### src/design/sws_pkg.sv
// ----------------------------------------------------------------------------
// sws_pkg
// Shared types and constants for the stack with sink block.
// ----------------------------------------------------------------------------
package sws_pkg;

  localparam int Depth    = 64;                  // words of stack storage
  localparam int AddrW    = $clog2(Depth);
  localparam int CntW     = $clog2(Depth + 1);   // holds 0..Depth
  localparam int DataW    = 32;
  localparam int DistW    = 6;
  localparam int CapW     = 7;
  localparam int CntOutW  = 7;
  localparam int CmpW     = (CntW > CapW) ? CntW : CapW;

  localparam logic [CapW-1:0] CapReset = 7'd64;

  typedef enum logic [1:0] {
    FnPush   = 2'd0,
    FnPop    = 2'd1,
    FnSink   = 2'd2,
    FnStatus = 2'd3
  } func_e;

  typedef struct packed {
    func_e                    func;
    logic signed [DataW-1:0]  push_value;
    logic [DistW-1:0]         sink_distance;
  } req_t;

  typedef struct packed {
    logic                     ok;
    logic signed [DataW-1:0]  pop_value;
    logic [CntOutW-1:0]       count;
    logic                     is_empty;
  } rsp_t;

  typedef enum logic [2:0] {
    StIdle,
    StExec,
    StPopRd,
    StSkFirst,
    StSkShift,
    StSkLast,
    StResp
  } st_e;

endpackage

### src/design/sws_ram.sv
// ----------------------------------------------------------------------------
// sws_ram
// Generic simple dual-port RAM: one write port, one read port, registered read.
// ----------------------------------------------------------------------------
module sws_ram #(
  parameter int Width = 32,
  parameter int Depth = 64
) (
  input  logic                     clk_i,
  input  logic                     we_i,
  input  logic [$clog2(Depth)-1:0] waddr_i,
  input  logic [Width-1:0]         wdata_i,
  input  logic [$clog2(Depth)-1:0] raddr_i,
  output logic [Width-1:0]         rdata_o
);

  logic [Width-1:0] mem_q [Depth];
  logic [Width-1:0] rdata_q;

  always_ff @(posedge clk_i) begin
    if (we_i) begin
      mem_q[waddr_i] <= wdata_i;
    end
    rdata_q <= mem_q[raddr_i];
  end

  assign rdata_o = rdata_q;

endmodule

### src/design/sws_ctrl.sv
// ----------------------------------------------------------------------------
// sws_ctrl
// Request sequencer: decodes one request, drives the stack RAM, builds result.
// ----------------------------------------------------------------------------
module sws_ctrl import sws_pkg::*; (
  input  logic               clk_i,
  input  logic               rst_ni,
  // request side
  input  logic               in_valid_i,
  output logic               in_ready_o,
  input  req_t               in_req_i,
  // result side
  output logic               rsp_valid_o,
  input  logic               rsp_ready_i,
  output rsp_t               rsp_o,
  // capacity register
  input  logic               cfg_we_i,
  input  logic [CapW-1:0]    cfg_wdata_i,
  // stack RAM
  output logic               ram_we_o,
  output logic [AddrW-1:0]   ram_waddr_o,
  output logic [DataW-1:0]   ram_wdata_o,
  output logic [AddrW-1:0]   ram_raddr_o,
  input  logic [DataW-1:0]   ram_rdata_i
);

  st_e               st_q, st_d;
  logic [CntW-1:0]   count_q, count_d;
  logic [CapW-1:0]   cap_q;
  req_t              req_q, req_d;
  logic              ok_q, ok_d;
  logic [DataW-1:0]  popv_q, popv_d;
  logic [DataW-1:0]  moved_q, moved_d;
  logic [AddrW-1:0]  rptr_q, rptr_d;
  logic [AddrW-1:0]  wptr_q, wptr_d;
  logic [DistW-1:0]  rem_q, rem_d;

  logic              push_ok, pop_ok, sink_ok;
  logic [AddrW-1:0]  top_addr;

  assign top_addr = AddrW'(count_q - 1'b1);
  assign push_ok  = (count_q != CntW'(Depth)) && (CmpW'(count_q) < CmpW'(cap_q));
  assign pop_ok   = (count_q != '0);
  assign sink_ok  = (req_q.sink_distance != '0) &&
                    (CmpW'(req_q.sink_distance) < CmpW'(count_q));

  // next state
  always_comb begin
    st_d = st_q;
    unique case (st_q)
      StIdle: begin
        if (in_valid_i) st_d = StExec;
      end
      StExec: begin
        unique case (req_q.func)
          FnPush:   st_d = StResp;
          FnPop:    st_d = pop_ok ? StPopRd : StResp;
          FnSink:   st_d = sink_ok ? StSkFirst : StResp;
          FnStatus: st_d = StResp;
          default:  st_d = StResp;
        endcase
      end
      StPopRd:   st_d = StResp;
      StSkFirst: st_d = StSkShift;
      StSkShift: begin
        if (rem_q == DistW'(1)) st_d = StSkLast;
      end
      StSkLast:  st_d = StResp;
      StResp: begin
        if (rsp_ready_i) st_d = StIdle;
      end
      default:   st_d = StIdle;
    endcase
  end

  // outputs and datapath
  always_comb begin
    in_ready_o  = 1'b0;
    rsp_valid_o = 1'b0;
    ram_we_o    = 1'b0;
    ram_waddr_o = wptr_q;
    ram_wdata_o = ram_rdata_i;
    ram_raddr_o = rptr_q;
    count_d     = count_q;
    req_d       = req_q;
    ok_d        = ok_q;
    popv_d      = popv_q;
    moved_d     = moved_q;
    rptr_d      = rptr_q;
    wptr_d      = wptr_q;
    rem_d       = rem_q;
    unique case (st_q)
      StIdle: begin
        in_ready_o = 1'b1;
        req_d      = in_req_i;
      end
      StExec: begin
        ok_d   = 1'b0;
        popv_d = '0;
        unique case (req_q.func)
          FnPush: begin
            if (push_ok) begin
              ram_we_o    = 1'b1;
              ram_waddr_o = AddrW'(count_q);
              ram_wdata_o = req_q.push_value;
              count_d     = CntW'(count_q + 1'b1);
              ok_d        = 1'b1;
            end
          end
          FnPop: begin
            if (pop_ok) begin
              ram_raddr_o = top_addr;
              count_d     = CntW'(count_q - 1'b1);
              ok_d        = 1'b1;
            end
          end
          FnSink: begin
            if (sink_ok) begin
              ram_raddr_o = top_addr;
              rptr_d      = top_addr - 1'b1;
              rem_d       = req_q.sink_distance;
              ok_d        = 1'b1;
            end
          end
          FnStatus: ok_d = 1'b1;
          default:  ok_d = 1'b1;
        endcase
      end
      StPopRd: popv_d = ram_rdata_i;
      StSkFirst: begin
        // old top word arrives; start reading the words beneath it
        moved_d     = ram_rdata_i;
        ram_raddr_o = rptr_q;
        rptr_d      = rptr_q - 1'b1;
        wptr_d      = rptr_q + 1'b1;
      end
      StSkShift: begin
        // each word read last cycle moves up one place
        ram_we_o    = 1'b1;
        ram_waddr_o = wptr_q;
        ram_wdata_o = ram_rdata_i;
        wptr_d      = wptr_q - 1'b1;
        rem_d       = rem_q - 1'b1;
        ram_raddr_o = rptr_q;
        rptr_d      = rptr_q - 1'b1;
      end
      StSkLast: begin
        ram_we_o    = 1'b1;
        ram_waddr_o = wptr_q;
        ram_wdata_o = moved_q;
      end
      StResp: rsp_valid_o = 1'b1;
      default: ;
    endcase
  end

  always_ff @(posedge clk_i or negedge rst_ni) begin
    if (!rst_ni) begin
      st_q    <= StIdle;
      count_q <= '0;
      cap_q   <= CapReset;
    end else begin
      st_q    <= st_d;
      count_q <= count_d;
      if (cfg_we_i) cap_q <= cfg_wdata_i;
    end
  end

  always_ff @(posedge clk_i) begin
    req_q   <= req_d;
    ok_q    <= ok_d;
    popv_q  <= popv_d;
    moved_q <= moved_d;
    rptr_q  <= rptr_d;
    wptr_q  <= wptr_d;
    rem_q   <= rem_d;
  end

  assign rsp_o.ok        = ok_q;
  assign rsp_o.pop_value = popv_q;
  assign rsp_o.count     = CntOutW'(count_q);
  assign rsp_o.is_empty  = (count_q == '0);

endmodule

### src/design/sws_outreg.sv
// ----------------------------------------------------------------------------
// sws_outreg
// Result output register; frees the sequencer while a result waits.
// ----------------------------------------------------------------------------
module sws_outreg import sws_pkg::*; (
  input  logic clk_i,
  input  logic rst_ni,
  input  logic rsp_valid_i,
  output logic rsp_ready_o,
  input  rsp_t rsp_i,
  output logic out_valid_o,
  input  logic out_ready_i,
  output rsp_t out_rsp_o
);

  logic valid_q, valid_d;
  rsp_t data_q;
  logic load;

  assign rsp_ready_o = !valid_q || out_ready_i;
  assign load        = rsp_valid_i && rsp_ready_o;

  always_comb begin
    valid_d = valid_q;
    if (load) begin
      valid_d = 1'b1;
    end else if (out_ready_i) begin
      valid_d = 1'b0;
    end
  end

  always_ff @(posedge clk_i or negedge rst_ni) begin
    if (!rst_ni) begin
      valid_q <= 1'b0;
    end else begin
      valid_q <= valid_d;
    end
  end

  always_ff @(posedge clk_i) begin
    if (load) data_q <= rsp_i;
  end

  assign out_valid_o = valid_q;
  assign out_rsp_o   = data_q;

endmodule

### src/design/stack_with_sink_top.sv
// ----------------------------------------------------------------------------
// stack_with_sink_top
// Bounded LIFO stack of 32-bit words with push, pop, sink and status requests.
// ----------------------------------------------------------------------------
// Usage:
//   Requests enter on in_valid_i/in_ready_o with in_req_i (func, push_value,
//   sink_distance). Every request yields exactly one result on
//   out_valid_o/out_ready_i with out_rsp_o (ok, pop_value, count, is_empty).
//   cfg_we_i/cfg_wdata_i write the capacity register (reset 64); write it
//   only while no request is in flight.
// Sequence:
//   One request is worked at a time by the sequencer. A push, a status and
//   any refused request go from execution straight to the result state; a
//   pop adds a read state for the registered RAM read; a sink of n places
//   adds a first read, a shift state and a last write state: the sink moves
//   one word per cycle through the single read port and single write port
//   of the stack RAM. The result then passes through the output register.
// Reset:
//   Stack empties, capacity returns to 64; RAM contents are not cleared.
// Stall:
//   A result held in the output register does not block the next request;
//   only when a second result is ready and the register is still full does
//   the sequencer wait, and in_ready_o stays low until it drains.
// ----------------------------------------------------------------------------
module stack_with_sink_top import sws_pkg::*; (
  input  logic            clk_i,
  input  logic            rst_ni,
  input  logic            in_valid_i,
  output logic            in_ready_o,
  input  req_t            in_req_i,
  output logic            out_valid_o,
  input  logic            out_ready_i,
  output rsp_t            out_rsp_o,
  input  logic            cfg_we_i,
  input  logic [CapW-1:0] cfg_wdata_i
);

  // stack RAM port
  logic              ram_we;
  logic [AddrW-1:0]  ram_waddr;
  logic [DataW-1:0]  ram_wdata;
  logic [AddrW-1:0]  ram_raddr;
  logic [DataW-1:0]  ram_rdata;

  // sequencer to output register
  logic rsp_valid;
  logic rsp_ready;
  rsp_t rsp;

  // entry 0 is the bottom of the stack
  sws_ram #(
    .Width (DataW),
    .Depth (Depth)
  ) u_ram (
    .clk_i   (clk_i),
    .we_i    (ram_we),
    .waddr_i (ram_waddr),
    .wdata_i (ram_wdata),
    .raddr_i (ram_raddr),
    .rdata_o (ram_rdata)
  );

  sws_ctrl u_ctrl (
    .clk_i       (clk_i),
    .rst_ni      (rst_ni),
    .in_valid_i  (in_valid_i),
    .in_ready_o  (in_ready_o),
    .in_req_i    (in_req_i),
    .rsp_valid_o (rsp_valid),
    .rsp_ready_i (rsp_ready),
    .rsp_o       (rsp),
    .cfg_we_i    (cfg_we_i),
    .cfg_wdata_i (cfg_wdata_i),
    .ram_we_o    (ram_we),
    .ram_waddr_o (ram_waddr),
    .ram_wdata_o (ram_wdata),
    .ram_raddr_o (ram_raddr),
    .ram_rdata_i (ram_rdata)
  );

  // output register decouples the receiver from the sequencer
  sws_outreg u_outreg (
    .clk_i       (clk_i),
    .rst_ni      (rst_ni),
    .rsp_valid_i (rsp_valid),
    .rsp_ready_o (rsp_ready),
    .rsp_i       (rsp),
    .out_valid_o (out_valid_o),
    .out_ready_i (out_ready_i),
    .out_rsp_o   (out_rsp_o)
  );

endmodule

### config.mk
export PLATFORM = sky130hd
export DESIGN_NAME = stack_with_sink_top
export DESIGN_NICKNAME = d
export VERILOG_FILES = /design/src/design/sws_pkg.sv /design/src/design/sws_ram.sv /design/src/design/sws_ctrl.sv /design/src/design/sws_outreg.sv /design/src/design/stack_with_sink_top.sv
export SDC_FILE = /design/constraint.sdc
export NUM_CORES = 2
export LEC_CHECK = 0
export BUFFER_PORTS_ARGS = -buffer_cell sky130_fd_sc_hd__buf_2
export CAP_MARGIN = 20
export CORE_ASPECT_RATIO = 1.4
export CORE_MARGIN = 2
export CORE_UTILIZATION = 65
export DETAILED_ROUTE_END_ITERATION = 8
export GPL_TIMING_DRIVEN = 0
export HOLD_SLACK_MARGIN = 0.12
export PLACE_DENSITY = 0.91
export SLEW_MARGIN = 20
export SYNTH_ARGS = -nofsm -noshare
export SYNTH_HDL_FRONTEND = slang
export SYNTH_HIERARCHICAL = 1
export SYNTH_SLANG_ARGS = --single-unit
### constraint.sdc
create_clock -name clk_i -period 8.57 [get_ports clk_i]
set_input_delay 0.857 -clock clk_i [delete_from_list [all_inputs] [get_ports clk_i]]
set_output_delay 0.857 -clock clk_i [all_outputs]
set_load 0.01 [all_outputs]
==> flow_summary.json, run 1 <==
{
  "worstEpCategory": "sequential cell input",
  "syn-num-nets": 3993,
  "synthAdderAreaFrac": 0.00318,
  "lastStage": "global routing (5_1_grt)",
  "hpwl_mm": 198,
  "yosysWarnings": 6,
  "tool.error": "[ERROR GRT-0183] Net rsp\\[3\\]: the 3D maze router ran out of legal paths (heap underflow) - the net is boxed in by local congestion or blockages.",
  "synth.distinct_cells": 65,
  "dieHeight_um": 436,
  "synth_mux_area_frac": 0.154,
  "synth_compound_area_frac": 0.0269,
  "status": "did not finish",
  "io_buffers": 94,
  "die_width_um": 312,
  "grt_antenna_before_repair": 79,
  "syn-cell-area_mm2": 0.0865,
  "timing.grt.repair.worst_endpoint": "u_ram/rdata_o[27]$_DFF_P_/D",
  "gp_congestion": 0.970,
  "h-tree-depth": 4,
  "synth_top_family_by_area": "multiplexers",
  "synth-simple-area-share": 0.0200,
  "initial_core_util": 0.654,
  "synth_seq_cells": 2262,
  "root_buffer": "clkbuf_16",
  "async_flop_share": 0.00796,
  "synth-edff-count": 2212,
  "netlist_instances": 3919,
  "clock-sinks": 2262,
  "cts_buffer_depth": 3,
  "syn_avg_cell_area_um2": 22.1,
  "fp-row-count": 158,
  "yosysSeqAreaShare": 0.781,
  "synth-xor-area-share": 0.00253,
  "ys.flop_type": "edfxtp_1",
  "grt_max_degree": 42,
  "cts_inserted_buffers": 188,
  "io_pins": 95
}
==> through the flow <==
| step | area (um2) | setup TNS [ns] | cells | setup slack [ns] | util |
|---|---|---|---|---|---|
| floorplan | 86500 | 0 | 3919 | 3.43 | - |
| CTS | 99900 | 0 | 6275 | 1.25 | 0.755 |
| global placement | 89200 | -9.17 | 5773 | -0.170 | 0.674 |
| detailed placement | 93700 | 0 | 5933 | 1.86 | 0.708 |
==> cells in the mapped netlist (4+ instances only) <==
cell type,number,share of area
buf_4,30,0.0026
nor2_1,164,0.0071
nand2_1,60,0.0026
mux2_2,5,0.00065
xnor2_1,18,0.0018
clkbuf_1,89,0.0039
nor3_1,12,0.00069
a22oi_1,12,0.0010
or3_1,6,0.00043
and2_1,36,0.0026
a311oi_1,8,0.00081
buf_2,66,0.0038
nand4_1,4,0.00029
o221ai_1,29,0.0029
a21oi_1,110,0.0064
and3_1,6,0.00043
nand3b_1,5,0.00043
o2bb2ai_1,6,0.00061
a41o_1,4,0.00046
nor2b_1,17,0.0012
nand2b_1,12,0.00087
o21ai_0,21,0.0012
buf_1,21,0.00091
inv_1,24,0.0010
xor2_1,7,0.00071
o22ai_1,145,0.010
edfxtp_1,2212,0.77
o32ai_1,4,0.00040
buf_6,8,0.0010
dfxtp_1,32,0.0074
a31oi_1,6,0.00043
ha_1,22,0.0032
mux4_2,544,0.14
mux2i_1,98,0.011
dfrtp_1,17,0.0049
nand3_1,15,0.00087
==> cell families after synthesis <==
family,count (synthesis)
xor+xnor,25
buf+inv,238
flops,2262
simple gates,359
fa+ha+maj,22
mux,647
compound gates,366
==> timing repair <==
action                                 4_1_cts
hold buffers                                 1
endpoints found under the hold margin       17
gates resized for setup                      0
setup buffers                                0
==> run 2, diff against run 1 <==
--- a/config.mk
+++ b/config.mk
@@ -7,13 +7,11 @@
 export LEC_CHECK = 0
 export BUFFER_PORTS_ARGS = -buffer_cell sky130_fd_sc_hd__buf_2
 export CAP_MARGIN = 20
-export CORE_ASPECT_RATIO = 1.4
 export CORE_MARGIN = 2
-export CORE_UTILIZATION = 65
+export CORE_UTILIZATION = 40
 export DETAILED_ROUTE_END_ITERATION = 8
 export GPL_TIMING_DRIVEN = 0
-export HOLD_SLACK_MARGIN = 0.12
-export PLACE_DENSITY = 0.91
+export PLACE_DENSITY_LB_ADDON = 0.15
 export SLEW_MARGIN = 20
 export SYNTH_ARGS = -nofsm -noshare
 export SYNTH_HDL_FRONTEND = slang
==> run 2 against run 1 <==
The run now ends clean; synthesized cell count did not move; synthesized area did not move.
==> flow_summary.json, run 2 <==
{
  "synth_area_leaders": "edfxtp_1 77%, mux4_2 14%, mux2i_1 1.1%, o22ai_1 1.0%, dfxtp_1 0.74%",
  "vias_per_cell": 5.97,
  "async_flop_share": 0.00796,
  "mostFrequentLayoutCell": "edfxtp_1",
  "cts_buffer_depth": 3,
  "ys.flop_type": "edfxtp_1",
  "fp-row-count": 170,
  "clock-sinks": 2262,
  "yosysWarnings": 6,
  "netlist_instances": 3919,
  "drtIter0Drc": 6215,
  "finalCoreUtilization": 0.484,
  "grt_use_total": 0.255,
  "status": "finished, final reports clean",
  "h-tree-depth": 4,
  "syn_avg_cell_area_um2": 22.1,
  "rsz0062_at_grt": "no",
  "vias": 44814,
  "clk_latency_ns": 0.86,
  "dpl_cell_area_mm2": 0.0966,
  "clk_transition_reported_paths_ns": 0.06,
  "yosysMostFrequentCell": "edfxtp_1",
  "fin_area_mm2": 0.104,
  "grt_antenna_before_repair": 15,
  "dieArea_mm2": 0.220,
  "path_cells": "inv_1 -> ha_1 -> a21o_1 -> a21oi_1 -> o221ai_1 -> o21ai_0 -> nand2_1 -> o2bb2ai_1 -> buf_2 -> buf_2 -> buf_2 -> buf_1 -> nand3b_1 -> o221ai_1 -> a21oi_1 -> a21oi_1 -> nor2_1",
  "max_cap_violations": 0,
  "yosysSeqAreaShare": 0.781,
  "power.density_mw_per_mm2": 403,
  "slowest_stage": "buf_1",
  "setup_viol": 0,
  "largest_reg_flops": 2048,
  "initial_core_util": 0.403,
  "grt_pass1_vias": 43694,
  "synth_seq_cells": 2262,
  "antenna_left": 0,
  "syn-cell-area_mm2": 0.0865,
  "dieHeight_um": 469,
  "root_buffer": "clkbuf_16",
  "hold_viol": 0,
  "clock_skew_ns": 0.0332,
  "slew_headroom": 0.191,
  "grt_pass1_wl_mm": 377,
  "reg2reg_slack_ns": 1.35,
  "cp.arrival_ns": 7.87,
  "synth.top_cell.area_share": 0.768,
  "ys_top_cells_by_count": "2212 x edfxtp_1, 544 x mux4_2, 164 x nor2_1",
  "max_freq_mhz": 139,
  "synth.distinct_cells": 65,
  "die_width_um": 469,
  "hold_path.class": "input port to flop",
  "max_slew.worst_pin.slew_ns": 1.21,
  "gp_congestion": 0.837,
  "wl_mm": 280,
  "final_cell_mix": "2212 x edfxtp_1, 544 x mux4_2, 235 x clkbuf_16",
  "max_stage_delay_ns": 0.88,
  "syn-num-nets": 3993,
  "globalRouteOverflowTotal": 0,
  "start_kind": "flop",
  "critPathKind": "flop to flop",
  "hold-worst-slack_ns": 0.170,
  "core_region_area_mm2": 0.215,
  "hpwl_mm": 194,
  "io_pins": 95,
  "wl_per_cell_um": 37.3,
  "synth_area_leader_cell": "edfxtp_1",
  "firstDrtPassIters": 5,
  "area_growth_pct": 20.3,
  "cts_inserted_buffers": 230,
  "synth-edff-count": 2212,
  "io_buffers": 94,
  "route.detailed.drc": 0,
  "grt_max_degree": 42,
  "cts_tree": "done",
  "period_share": 0.842,
  "drive_gt1_frac": 0.308,
  "irDropWorstVdd_v": 0.000257,
  "p_leak_nw": 33.1,
  "post-route-min-period_ns": 7.22,
  "required_ns": 9.23,
  "crit_path_max_fanout": 10,
  "layout.nets": 4549,
  "slew_viol_final": 0,
  "regMostFlops": "u_ram/mem_q",
  "critPathCaptureType": "flop"
}
==> run 2: cell counts after synthesis <==
Identical to the previous run, type by type.
==> run 2: final cells by class <==
cell class,count,area [um2]
sequential,2262,67500
clock buffer,292,6100
multi-input combinational,1419,18800
antenna,2,5.00
fill,17356,111000
buffer,214,1090
inverter,24,90.1
tap,2838,3550
timing repair buffer,324,5600
clock inverter,133,1330
==> run 2: final timing paths <==
path	to	startpoint	cells after the start
max	u_ram/rdata_o[6]$_DFF_P_	u_ctrl/count_q[3]$_DFFE_PN0P_	17
min	u_ctrl/req_q[33]$_DFFE_PP_	in_req_i[33]	1
max reg2reg	u_ram/rdata_o[6]$_DFF_P_	u_ctrl/count_q[3]$_DFFE_PN0P_	17
min reg2reg	u_outreg/out_rsp_o[9]$_DFFE_PP_	u_ctrl/popv_q[1]$_SDFFCE_PN0P_	0
max in group asynchronous	u_ctrl/cap_q[6]$_DFFE_PN1P_	rst_ni	2
min in group asynchronous	u_ctrl/count_q[2]$_DFFE_PN0P_	rst_ni	2
==> run 2: worst max-delay path, delay by kind of cell, from the launching register on <==
| kind | cells | cell delay [ns] |
|---|---|---|
| AO/OA/AOI/OAI | 8 | 2.52 |
| AND/OR/NAND/NOR | 3 | 1.02 |
| adder cells (fa/ha/maj) | 1 | 0.23 |
| flip-flops | 1 | 0.65 |
| buffers and inverters | 5 | 2.53 |
==> run 2: metal layers <==
layer	up-vias	part of all wire	GRT usage
met5	-	0.00021	0
met4	8	0.030	0.0734
met3	391	0.089	0.0566
met2	2187	0.47	0.406
met1	24534	0.41	0.353
li1	17694	-	-
==> run 2: what timing repair did <==
item | 4_1_cts | 5_1_grt
hold buffers | 1 | 0
buffers inserted | 0 | 0
resized for setup | 0 | 0
hold endpoints to repair | 17 | 0
==> run 2: stage by stage <==
step           setup TNS [ns]  total power, mW  setup WS [ns]  instances
6_report                    0             42.0           1.35       7508
5_1_grt                     0             43.2           1.33       7507
4_1_cts                     0             42.0           1.39       7505
3_5_place_dp                0             32.1           1.42       7079
3_3_place_gp          -145.61             30.4          -2.30       6851
2_1_floorplan               0             23.8           3.43       3919
==> run 2: kinds of logic after synthesis <==
| group | synth area share |
|---|---|
| AOI/OAI and AO/OA | 0.0269 |
| xor gates and xnor gates | 0.00253 |
| adders and majority gates | 0.00318 |
| buffers and inverters | 0.0133 |
| DFF | 0.781 |
| muxes | 0.154 |
| and+or+nand+nor | 0.0200 |
==> run 2: power breakdown <==
part | total, mW | internal [mW] | leakage, nW | switching (mW)
registers | 15.8 | 15.4 | 20.4 | 0.385
clock network | 10.0 | 5.79 | 3.63 | 4.25
logic | 16.1 | 5.61 | 8.99 | 10.5
No activity file was read; power rests on OpenSTA's default activity.
